$ cat config.mk
export PLATFORM = sky130hd
export DESIGN_NAME = lookup2_string_hash
export DESIGN_NICKNAME = d
export VERILOG_FILES = /design/src/lsh_pkg.sv /design/src/lsh_front.sv /design/src/lsh_queue.sv /design/src/lsh_back.sv /design/src/lookup2_string_hash.sv
export SDC_FILE = /design/constraint.sdc
export NUM_CORES = 2
export LEC_CHECK = 0
export BUFFER_PORTS_ARGS = -buffer_cell sky130_fd_sc_hd__clkbuf_2
export CAP_MARGIN = 20
export CORE_MARGIN = 1
export CORE_UTILIZATION = 35
export DETAILED_ROUTE_END_ITERATION = 8
export SKIP_CTS_REPAIR_TIMING = 1
export SYNTH_ARGS = -nofsm -noshare
export SYNTH_HDL_FRONTEND = slang
export SYNTH_SLANG_ARGS = --single-unit
$ cat constraint.sdc
create_clock -name clk -period 5 [get_ports clk]
set_clock_uncertainty 0.2 [all_clocks]
set_input_delay 0 -clock clk [delete_from_list [all_inputs] [get_ports clk]]
set_output_delay 0 -clock clk [all_outputs]
set_load 0.01 [all_outputs]
$ cat src/lsh_pkg.sv
// Shared types, constants and the mix row function for the lookup2 string hash.
package lsh_pkg;

  localparam logic [31:0] GOLDEN = 32'h9e3779b9;

  // Queue between front and back
  localparam int QDEPTH = 4;
  localparam int QPTR_W = $clog2(QDEPTH);
  localparam int QCNT_W = $clog2(QDEPTH + 1);

  // Mix unit: one row per cycle
  localparam int MIX_ROWS = 9;
  localparam int ROW_W    = $clog2(MIX_ROWS);

  // Work kinds placed in the queue by the front
  localparam logic [1:0] OP_BLOCK = 2'd0;  // full block, no result
  localparam logic [1:0] OP_TAIL  = 2'd1;  // short last block, result
  localparam logic [1:0] OP_BOTH  = 2'd2;  // full last block then empty tail

  typedef struct packed {
    logic [1:0]  op;
    logic        first;
    logic [31:0] seed;
    logic [31:0] wa;
    logic [31:0] wb;
    logic [31:0] wc;      // word added into c on the first pass
    logic [31:0] tail_c;  // added into c on the second pass of OP_BOTH
  } lsh_entry_t;

  typedef struct packed {
    logic [31:0] a;
    logic [31:0] b;
    logic [31:0] c;
  } lsh_abc_t;

  // One row of the subtract-xor-shift mix.
  function automatic lsh_abc_t mix_row(input logic [ROW_W-1:0] row, input lsh_abc_t s);
    lsh_abc_t r;
    r = s;
    unique case (row)
      4'd0:    r.a = (s.a - s.b - s.c) ^ (s.c >> 13);
      4'd1:    r.b = (s.b - s.c - s.a) ^ (s.a << 8);
      4'd2:    r.c = (s.c - s.a - s.b) ^ (s.b >> 13);
      4'd3:    r.a = (s.a - s.b - s.c) ^ (s.c >> 12);
      4'd4:    r.b = (s.b - s.c - s.a) ^ (s.a << 16);
      4'd5:    r.c = (s.c - s.a - s.b) ^ (s.b >> 5);
      4'd6:    r.a = (s.a - s.b - s.c) ^ (s.c >> 3);
      4'd7:    r.b = (s.b - s.c - s.a) ^ (s.a << 10);
      4'd8:    r.c = (s.c - s.a - s.b) ^ (s.b >> 15);
      default: r = s;
    endcase
    return r;
  endfunction

endpackage

$ cat src/lsh_front.sv
// Front end: accepts blocks, tracks message position and length, builds queue entries.
module lsh_front (
  input  logic              clk,
  input  logic              rst_n,
  input  logic              in_valid,
  input  logic [31:0]       word_a,
  input  logic [31:0]       word_b,
  input  logic [31:0]       word_c,
  input  logic [3:0]        byte_count,
  input  logic              last_block,
  input  logic [31:0]       seed,
  input  logic              q_full,
  output logic              in_ready,
  output logic              push,
  output lsh_pkg::lsh_entry_t push_entry
);
  import lsh_pkg::*;

  logic        mid_r, mid_nxt;
  logic [31:0] total_r, total_nxt;
  logic [3:0]  cnt;
  logic [95:0] keep;
  logic [31:0] total_base, total_sum, wc_masked;
  logic        is_tail;

  assign in_ready = !q_full;
  assign push     = in_valid && in_ready;

  assign cnt = (byte_count > 4'd12) ? 4'd12 : byte_count;

  always_comb begin
    for (int i = 0; i < 12; i++) begin
      keep[i*8 +: 8] = (4'(i) < cnt) ? 8'hff : 8'h00;
    end
  end

  assign is_tail    = last_block && (cnt != 4'd12);
  assign total_base = mid_r ? total_r : 32'd0;
  assign total_sum  = total_base + (is_tail ? {28'd0, cnt} : 32'd12);
  assign wc_masked  = word_c & keep[95:64];

  always_comb begin
    push_entry.first  = !mid_r;
    push_entry.seed   = seed;
    push_entry.tail_c = total_sum;
    priority if (!last_block) begin
      push_entry.op = OP_BLOCK;
      push_entry.wa = word_a;
      push_entry.wb = word_b;
      push_entry.wc = word_c;
    end else if (!is_tail) begin
      push_entry.op = OP_BOTH;
      push_entry.wa = word_a;
      push_entry.wb = word_b;
      push_entry.wc = word_c;
    end else begin
      push_entry.op = OP_TAIL;
      push_entry.wa = word_a & keep[31:0];
      push_entry.wb = word_b & keep[63:32];
      push_entry.wc = total_sum + {wc_masked[23:0], 8'd0};
    end
  end

  always_comb begin
    mid_nxt   = mid_r;
    total_nxt = total_r;
    if (push) begin
      mid_nxt   = !last_block;
      total_nxt = total_sum;
    end
  end

  always_ff @(posedge clk) begin
    if (!rst_n) begin
      mid_r <= 1'b0;
    end else begin
      mid_r <= mid_nxt;
    end
  end

  always_ff @(posedge clk) begin
    total_r <= total_nxt;
  end

endmodule

$ cat src/lsh_queue.sv
// Short FIFO of work entries between the front end and the mix engine.
module lsh_queue (
  input  logic                clk,
  input  logic                rst_n,
  input  logic                push,
  input  lsh_pkg::lsh_entry_t push_entry,
  input  logic                pop,
  output logic                full,
  output logic                empty,
  output lsh_pkg::lsh_entry_t head
);
  import lsh_pkg::*;

  lsh_entry_t          mem_r [QDEPTH];
  logic [QPTR_W-1:0]   wr_ptr_r, wr_ptr_nxt;
  logic [QPTR_W-1:0]   rd_ptr_r, rd_ptr_nxt;
  logic [QCNT_W-1:0]   cnt_r, cnt_nxt;
  logic                do_push, do_pop;

  assign full    = (cnt_r == QCNT_W'(QDEPTH));
  assign empty   = (cnt_r == '0);
  assign do_push = push && !full;
  assign do_pop  = pop && !empty;
  assign head    = mem_r[rd_ptr_r];

  always_comb begin
    wr_ptr_nxt = do_push ? wr_ptr_r + 1'b1 : wr_ptr_r;
    rd_ptr_nxt = do_pop ? rd_ptr_r + 1'b1 : rd_ptr_r;
    cnt_nxt    = cnt_r;
    if (do_push && !do_pop) begin
      cnt_nxt = cnt_r + 1'b1;
    end else if (do_pop && !do_push) begin
      cnt_nxt = cnt_r - 1'b1;
    end
  end

  always_ff @(posedge clk) begin
    if (!rst_n) begin
      wr_ptr_r <= '0;
      rd_ptr_r <= '0;
      cnt_r    <= '0;
    end else begin
      wr_ptr_r <= wr_ptr_nxt;
      rd_ptr_r <= rd_ptr_nxt;
      cnt_r    <= cnt_nxt;
    end
  end

  always_ff @(posedge clk) begin
    if (do_push) begin
      mem_r[wr_ptr_r] <= push_entry;
    end
  end

endmodule

$ cat src/lsh_back.sv
// Mix engine: adds each block into a/b/c, runs the mix one row a cycle, emits the hash.
module lsh_back (
  input  logic                clk,
  input  logic                rst_n,
  input  logic                q_empty,
  input  lsh_pkg::lsh_entry_t q_head,
  output logic                pop,
  output logic                out_valid,
  input  logic                out_ready,
  output logic [31:0]         hash_value
);
  import lsh_pkg::*;

  localparam logic [1:0] ST_IDLE = 2'd0;
  localparam logic [1:0] ST_MIX  = 2'd1;
  localparam logic [1:0] ST_TAIL = 2'd2;
  localparam logic [1:0] ST_EMIT = 2'd3;

  logic [1:0]       state_r, state_nxt;
  logic [ROW_W-1:0] row_r, row_nxt;
  lsh_abc_t         abc_r, abc_nxt, mixed;
  logic [31:0]      tail_c_r, tail_c_nxt;
  logic             tail_pend_r, tail_pend_nxt;
  logic             emit_r, emit_nxt;
  logic             out_valid_r, out_valid_nxt;
  logic [31:0]      hash_r, hash_nxt;
  logic             load_out;
  logic [31:0]      base_a, base_b, base_c;

  assign mixed = mix_row(row_r, abc_r);
  assign pop   = (state_r == ST_IDLE) && !q_empty;

  assign base_a = q_head.first ? GOLDEN : abc_r.a;
  assign base_b = q_head.first ? GOLDEN : abc_r.b;
  assign base_c = q_head.first ? q_head.seed : abc_r.c;

  always_comb begin
    state_nxt     = state_r;
    row_nxt       = row_r;
    abc_nxt       = abc_r;
    tail_c_nxt    = tail_c_r;
    tail_pend_nxt = tail_pend_r;
    emit_nxt      = emit_r;
    load_out      = 1'b0;
    unique case (state_r)
      ST_IDLE: begin
        if (!q_empty) begin
          abc_nxt.a     = base_a + q_head.wa;
          abc_nxt.b     = base_b + q_head.wb;
          abc_nxt.c     = base_c + q_head.wc;
          tail_c_nxt    = q_head.tail_c;
          tail_pend_nxt = (q_head.op == OP_BOTH);
          emit_nxt      = (q_head.op == OP_BOTH) || (q_head.op == OP_TAIL);
          row_nxt       = '0;
          state_nxt     = ST_MIX;
        end
      end
      ST_MIX: begin
        abc_nxt = mixed;
        row_nxt = row_r + 1'b1;
        if (row_r == ROW_W'(MIX_ROWS - 1)) begin
          priority if (tail_pend_r) begin
            state_nxt = ST_TAIL;
          end else if (emit_r) begin
            state_nxt = ST_EMIT;
          end else begin
            state_nxt = ST_IDLE;
          end
        end
      end
      ST_TAIL: begin
        // empty tail after a full last block: only the length goes into c
        abc_nxt.c     = abc_r.c + tail_c_r;
        tail_pend_nxt = 1'b0;
        row_nxt       = '0;
        state_nxt     = ST_MIX;
      end
      ST_EMIT: begin
        if (!out_valid_r || out_ready) begin
          load_out  = 1'b1;
          state_nxt = ST_IDLE;
        end
      end
      default: state_nxt = ST_IDLE;
    endcase
  end

  always_comb begin
    out_valid_nxt = out_valid_r;
    hash_nxt      = hash_r;
    if (load_out) begin
      out_valid_nxt = 1'b1;
      hash_nxt      = abc_r.c;
    end else if (out_ready) begin
      out_valid_nxt = 1'b0;
    end
  end

  assign out_valid  = out_valid_r;
  assign hash_value = hash_r;

  always_ff @(posedge clk) begin
    if (!rst_n) begin
      state_r     <= ST_IDLE;
      row_r       <= '0;
      tail_pend_r <= 1'b0;
      emit_r      <= 1'b0;
      out_valid_r <= 1'b0;
    end else begin
      state_r     <= state_nxt;
      row_r       <= row_nxt;
      tail_pend_r <= tail_pend_nxt;
      emit_r      <= emit_nxt;
      out_valid_r <= out_valid_nxt;
    end
  end

  always_ff @(posedge clk) begin
    abc_r    <= abc_nxt;
    tail_c_r <= tail_c_nxt;
    hash_r   <= hash_nxt;
  end

  a_pop_starts_mix: assert property (@(posedge clk) disable iff (!rst_n)
    pop |=> (state_r == ST_MIX) && (row_r == '0))
    else $error("pop did not start a mix pass");

  a_row_in_range: assert property (@(posedge clk) disable iff (!rst_n)
    (state_r == ST_MIX) |-> (row_r < ROW_W'(MIX_ROWS)))
    else $error("mix row out of range");

  a_no_overwrite: assert property (@(posedge clk) disable iff (!rst_n)
    load_out |-> (!out_valid_r || out_ready))
    else $error("result register overwritten");

  a_emit_progress: assert property (@(posedge clk) disable iff (!rst_n)
    (state_r == ST_EMIT && !out_valid_r) |=> out_valid_r && (state_r == ST_IDLE))
    else $error("pending hash not delivered to result register");

endmodule

$ cat src/lookup2_string_hash.sv
// Top level of the lookup2 string hash: front end, work queue and mix engine.
//
// Input channel (in_*): one 12-byte block per item. in_tdata carries the three
// little-endian message words and the seed, in_tuser the valid byte count,
// in_tlast marks the final block. The seed is used only on a message's first item.
// Result channel (out_*): one 32-bit hash per message, after its last item.
//
// Processing: the mix engine loads each block, then runs the nine mix rows one a
// cycle in the shared mix unit. A short last block then passes through a result
// state; a last block holding all 12 bytes first adds the length into c and runs
// the nine rows again (full block pass plus empty tail pass), then the result state.
// A 4-entry queue decouples the front end: in_tready stays high while it has
// room, so several blocks are taken back to back while the engine is busy.
// The engine pops the next block only once it has returned to its idle state.
//
// Reset (rst_n low, synchronous) empties the queue, drops any partial message
// and any pending result. When out_tready is low the hash waits in the output
// register; the engine stalls only when a second hash is ready behind it, and
// the queue then fills until in_tready drops.
module lookup2_string_hash (
  input  logic          clk,
  input  logic          rst_n,
  input  logic          in_tvalid,
  output logic          in_tready,
  input  logic [127:0]  in_tdata,   // word_a[31:0], word_b[63:32], word_c[95:64], seed[127:96]
  input  logic [3:0]    in_tuser,   // byte_count[3:0]
  input  logic          in_tlast,   // last_block
  output logic          out_tvalid,
  input  logic          out_tready,
  output logic [31:0]   out_tdata   // hash_value[31:0]
);
  import lsh_pkg::*;

  logic       push, pop, q_full, q_empty;
  lsh_entry_t push_entry, q_head;

  lsh_front u_front (
    .clk        (clk),
    .rst_n      (rst_n),
    .in_valid   (in_tvalid),
    .word_a     (in_tdata[31:0]),
    .word_b     (in_tdata[63:32]),
    .word_c     (in_tdata[95:64]),
    .byte_count (in_tuser),
    .last_block (in_tlast),
    .seed       (in_tdata[127:96]),
    .q_full     (q_full),
    .in_ready   (in_tready),
    .push       (push),
    .push_entry (push_entry)
  );

  lsh_queue u_queue (
    .clk        (clk),
    .rst_n      (rst_n),
    .push       (push),
    .push_entry (push_entry),
    .pop        (pop),
    .full       (q_full),
    .empty      (q_empty),
    .head       (q_head)
  );

  lsh_back u_back (
    .clk        (clk),
    .rst_n      (rst_n),
    .q_empty    (q_empty),
    .q_head     (q_head),
    .pop        (pop),
    .out_valid  (out_tvalid),
    .out_ready  (out_tready),
    .hash_value (out_tdata)
  );

endmodule
==> flow_summary.toml <==
[run_status]
status = "finished, violations left"
violations = "design-rule violations, negative hold slack"

[worst_setup_path]
crit_type = "reg -> reg"
crit_fanout = 7
crit_path_start_kind = "flip-flop"
required_ns = 5.26
end_kind = "flip-flop"
r2r_slack_ns = 0.15
crit_arrival_ns = 5.12

[synth]
yosys-top-cells-count = "edfxtp_1 (844), nand2_1 (276), a21oi_1 (273)"
synth_edf_count = 844
yosysWarnings = 0
synth.top_cell.area_share_pct = 50.0
syn_inst = 4087
synth_flop_cell = "edfxtp_1"
syn_area_sq_um = 50700
syn_nets = 4588
yosysMostFrequentCell = "edfxtp_1"
postSynthAreaPerCell_sq_um = 12.4
yosys-top-cells-area = "edfxtp_1 (50%), mux4_2 (7.2%), ha_1 (6.5%)"
synthDistinctLibCells = 91
synth_seq_cells = 863
yosysSeqAreaShare_pct = 50.7
yosysTopAreaCell = "edfxtp_1"
synthArstFlopShare_pct = 0

[detailed_routing]
first_pass_iters = 7
post-route-drc-count = 48
ant_nets = 0
wl_mm = 170
first_iter_violations = 3428
vias_per_cell = 5.48
vias = 36600
wire_per_inst_microns = 25.5

[timing]
whs_ns = -0.0205
setup_violations = 0
final_hold_viol_count = 6
worst_pin_slew_ns = 1.09
slew_violations = 0
slew_headroom_pct = 26.7
final.period_utilization_pct = 97.1
max_freq_ghz = 0.206
fin_crit_ns = 4.85

[clocking]
htree_num_levels = 3
cts.sinks = 863
tritoncts = "done"
cts_buffers = 96
clk_latency_ns = 0.75
cts-root-buf = "clkbuf_16"
clockBufferDepth = 3
clkTransAtPathRegs_ns = 0.06

[die]
core.rowCount = 139
die_h_microns = 383
design.die.area_sq_um = 146000
start_util_pct = 35.3
num_io_pins = 171
core_area_sq_um = 144000
dieWidth_microns = 383

[global_route]
antenna_found_initial = 8
overflow = 0
grt_pass1_vias = 34600
grt_usage_pct = 22.6
grt_max_degree = 74
grt_pass1_wl_mm = 242

[placed_design]
io_buffers = 170
dp_hpwl_mm = 127
place.gp.congestion = 1.01

[flow_run]
maxCapViolations = 0

[worst_hold_path]
worstHoldPathType = "in -> reg"

[cells_and_area]
drive_above_1_share_pct = 18.7
fin_nets = 5183
area_growth_pct = 20.4
## worst max-delay path, stage by stage, from the launching register on
cell and delay, ns:
edfxtp_1 0.66, inv_1 0.29, fa_1 0.48, ha_1 0.45
nand4_1 0.21, a211oi_1 0.43, o21ai_0 0.38, nand2_1 0.16
o21ai_1 0.22, o41ai_1 0.37, xor2_1 0.24, o221ai_1 0.14
o211ai_1 0.20, o41ai_1 0.14
## metrics by stage
step | util (%) | instances | instance area, sq um | setup slack, ns | TNS, ns
floorplan | - | 4087 | 50700 | 0.0493 | 0
global placement | 38.8 | 6291 | 55800 | -0.136 | -0.627
detailed placement | 38.8 | 6292 | 55800 | -0.143 | -1.20
CTS | 41.0 | 6469 | 58900 | -0.176 | -2.14
global route | 42.5 | 6664 | 61000 | -0.0967 | -0.599
finish | 42.5 | 6666 | 61000 | 0.145 | 0
## layout by cell type, fill, tap and decap left out, types with 23 or more instances in the layout
| cell type | n |
|---|---|
| clkinv_1 | 27 |
| edfxtp_1 | 844 |
| and2_1 | 85 |
| nand2_1 | 275 |
| nand4_1 | 28 |
| o21ai_0 | 200 |
| clkbuf_2 | 170 |
| dlygate4sd3_1 | 179 |
| clkbuf_16 | 98 |
| o21ai_1 | 39 |
| o21bai_1 | 30 |
| xnor2_1 | 267 |
| ha_1 | 259 |
| buf_4 | 275 |
| a21oi_1 | 266 |
| or2_2 | 44 |
| fa_1 | 97 |
| a21o_1 | 98 |
| o21a_1 | 28 |
| nor2b_1 | 63 |
| a31oi_1 | 29 |
| a22oi_1 | 42 |
| nand2b_1 | 28 |
| nand3_1 | 60 |
| inv_1 | 178 |
| nor2_1 | 220 |
| mux4_2 | 162 |
| o22ai_1 | 51 |
| nor3_1 | 39 |
| and3_1 | 29 |
| mux2i_1 | 23 |
| xor2_1 | 110 |
| a211oi_1 | 30 |
## routing by layer
layer	vias up	GRT usage (%)	share of wire, %
met5	-	0	0.041
met2	1379	35.0	45
li1	16700	-	-
met3	247	3.66	6.8
met4	10	7.67	3.4
met1	18300	32.0	44
## worst paths after layout
path | start | depth (start not counted) | to
worst min-delay path | in_tdata[91] | 4 | u_queue.mem_r[2][59]$_DFFE_PP_
worst max-delay path | u_back.abc_r[7]$_DFFE_PP_ | 13 | u_back.abc_r[61]$_DFFE_PP_
worst min register to register | u_queue.cnt_r[2]$_SDFFE_PN0P_ | 2 | u_queue.cnt_r[2]$_SDFFE_PN0P_
worst max register to register | u_back.abc_r[7]$_DFFE_PP_ | 13 | u_back.abc_r[61]$_DFFE_PP_
## registers in the layout, summed over array words and instances (netlist names), 2 cells and up, named ones only
name,count
u_queue.rd_ptr_r,2
u_queue.wr_ptr_r,2
u_back.row_r,4
u_back.hash_value,32
u_back.tail_c_r,32
u_queue.mem_r,652
u_queue.cnt_r,3
u_back.abc_r,96
u_front.total_r,32
u_back.state_r,2
## cells by family after synthesis
logic type                 after synthesis  share of synthesized area [%]
buffers and inverters                  329                           2.45
and+or+nand+nor                        936                           8.95
DFF                                    863                           50.7
xor gates and xnor gates               380                           6.58
AOI/OAI and AO/OA                     1028                           13.1
muxes                                  187                           7.71
adders and majority gates              364                           10.5
## cell type report
| type | instances | area [sq um] |
|---|---|---|
| tap | 1903 | 2380 |
| timing repair buffer | 646 | 5100 |
| sequential | 863 | 25700 |
| multi-input combinational | 2895 | 24000 |
| clock inverter | 60 | 636 |
| fill | 13500 | 82600 |
| antenna | 2 | 5.00 |
| clock buffer | 117 | 2490 |
| inverter | 180 | 676 |
Power is not shown: default switching activity piles up to over one toggle a cycle in this logic, so the estimate is an artifact.
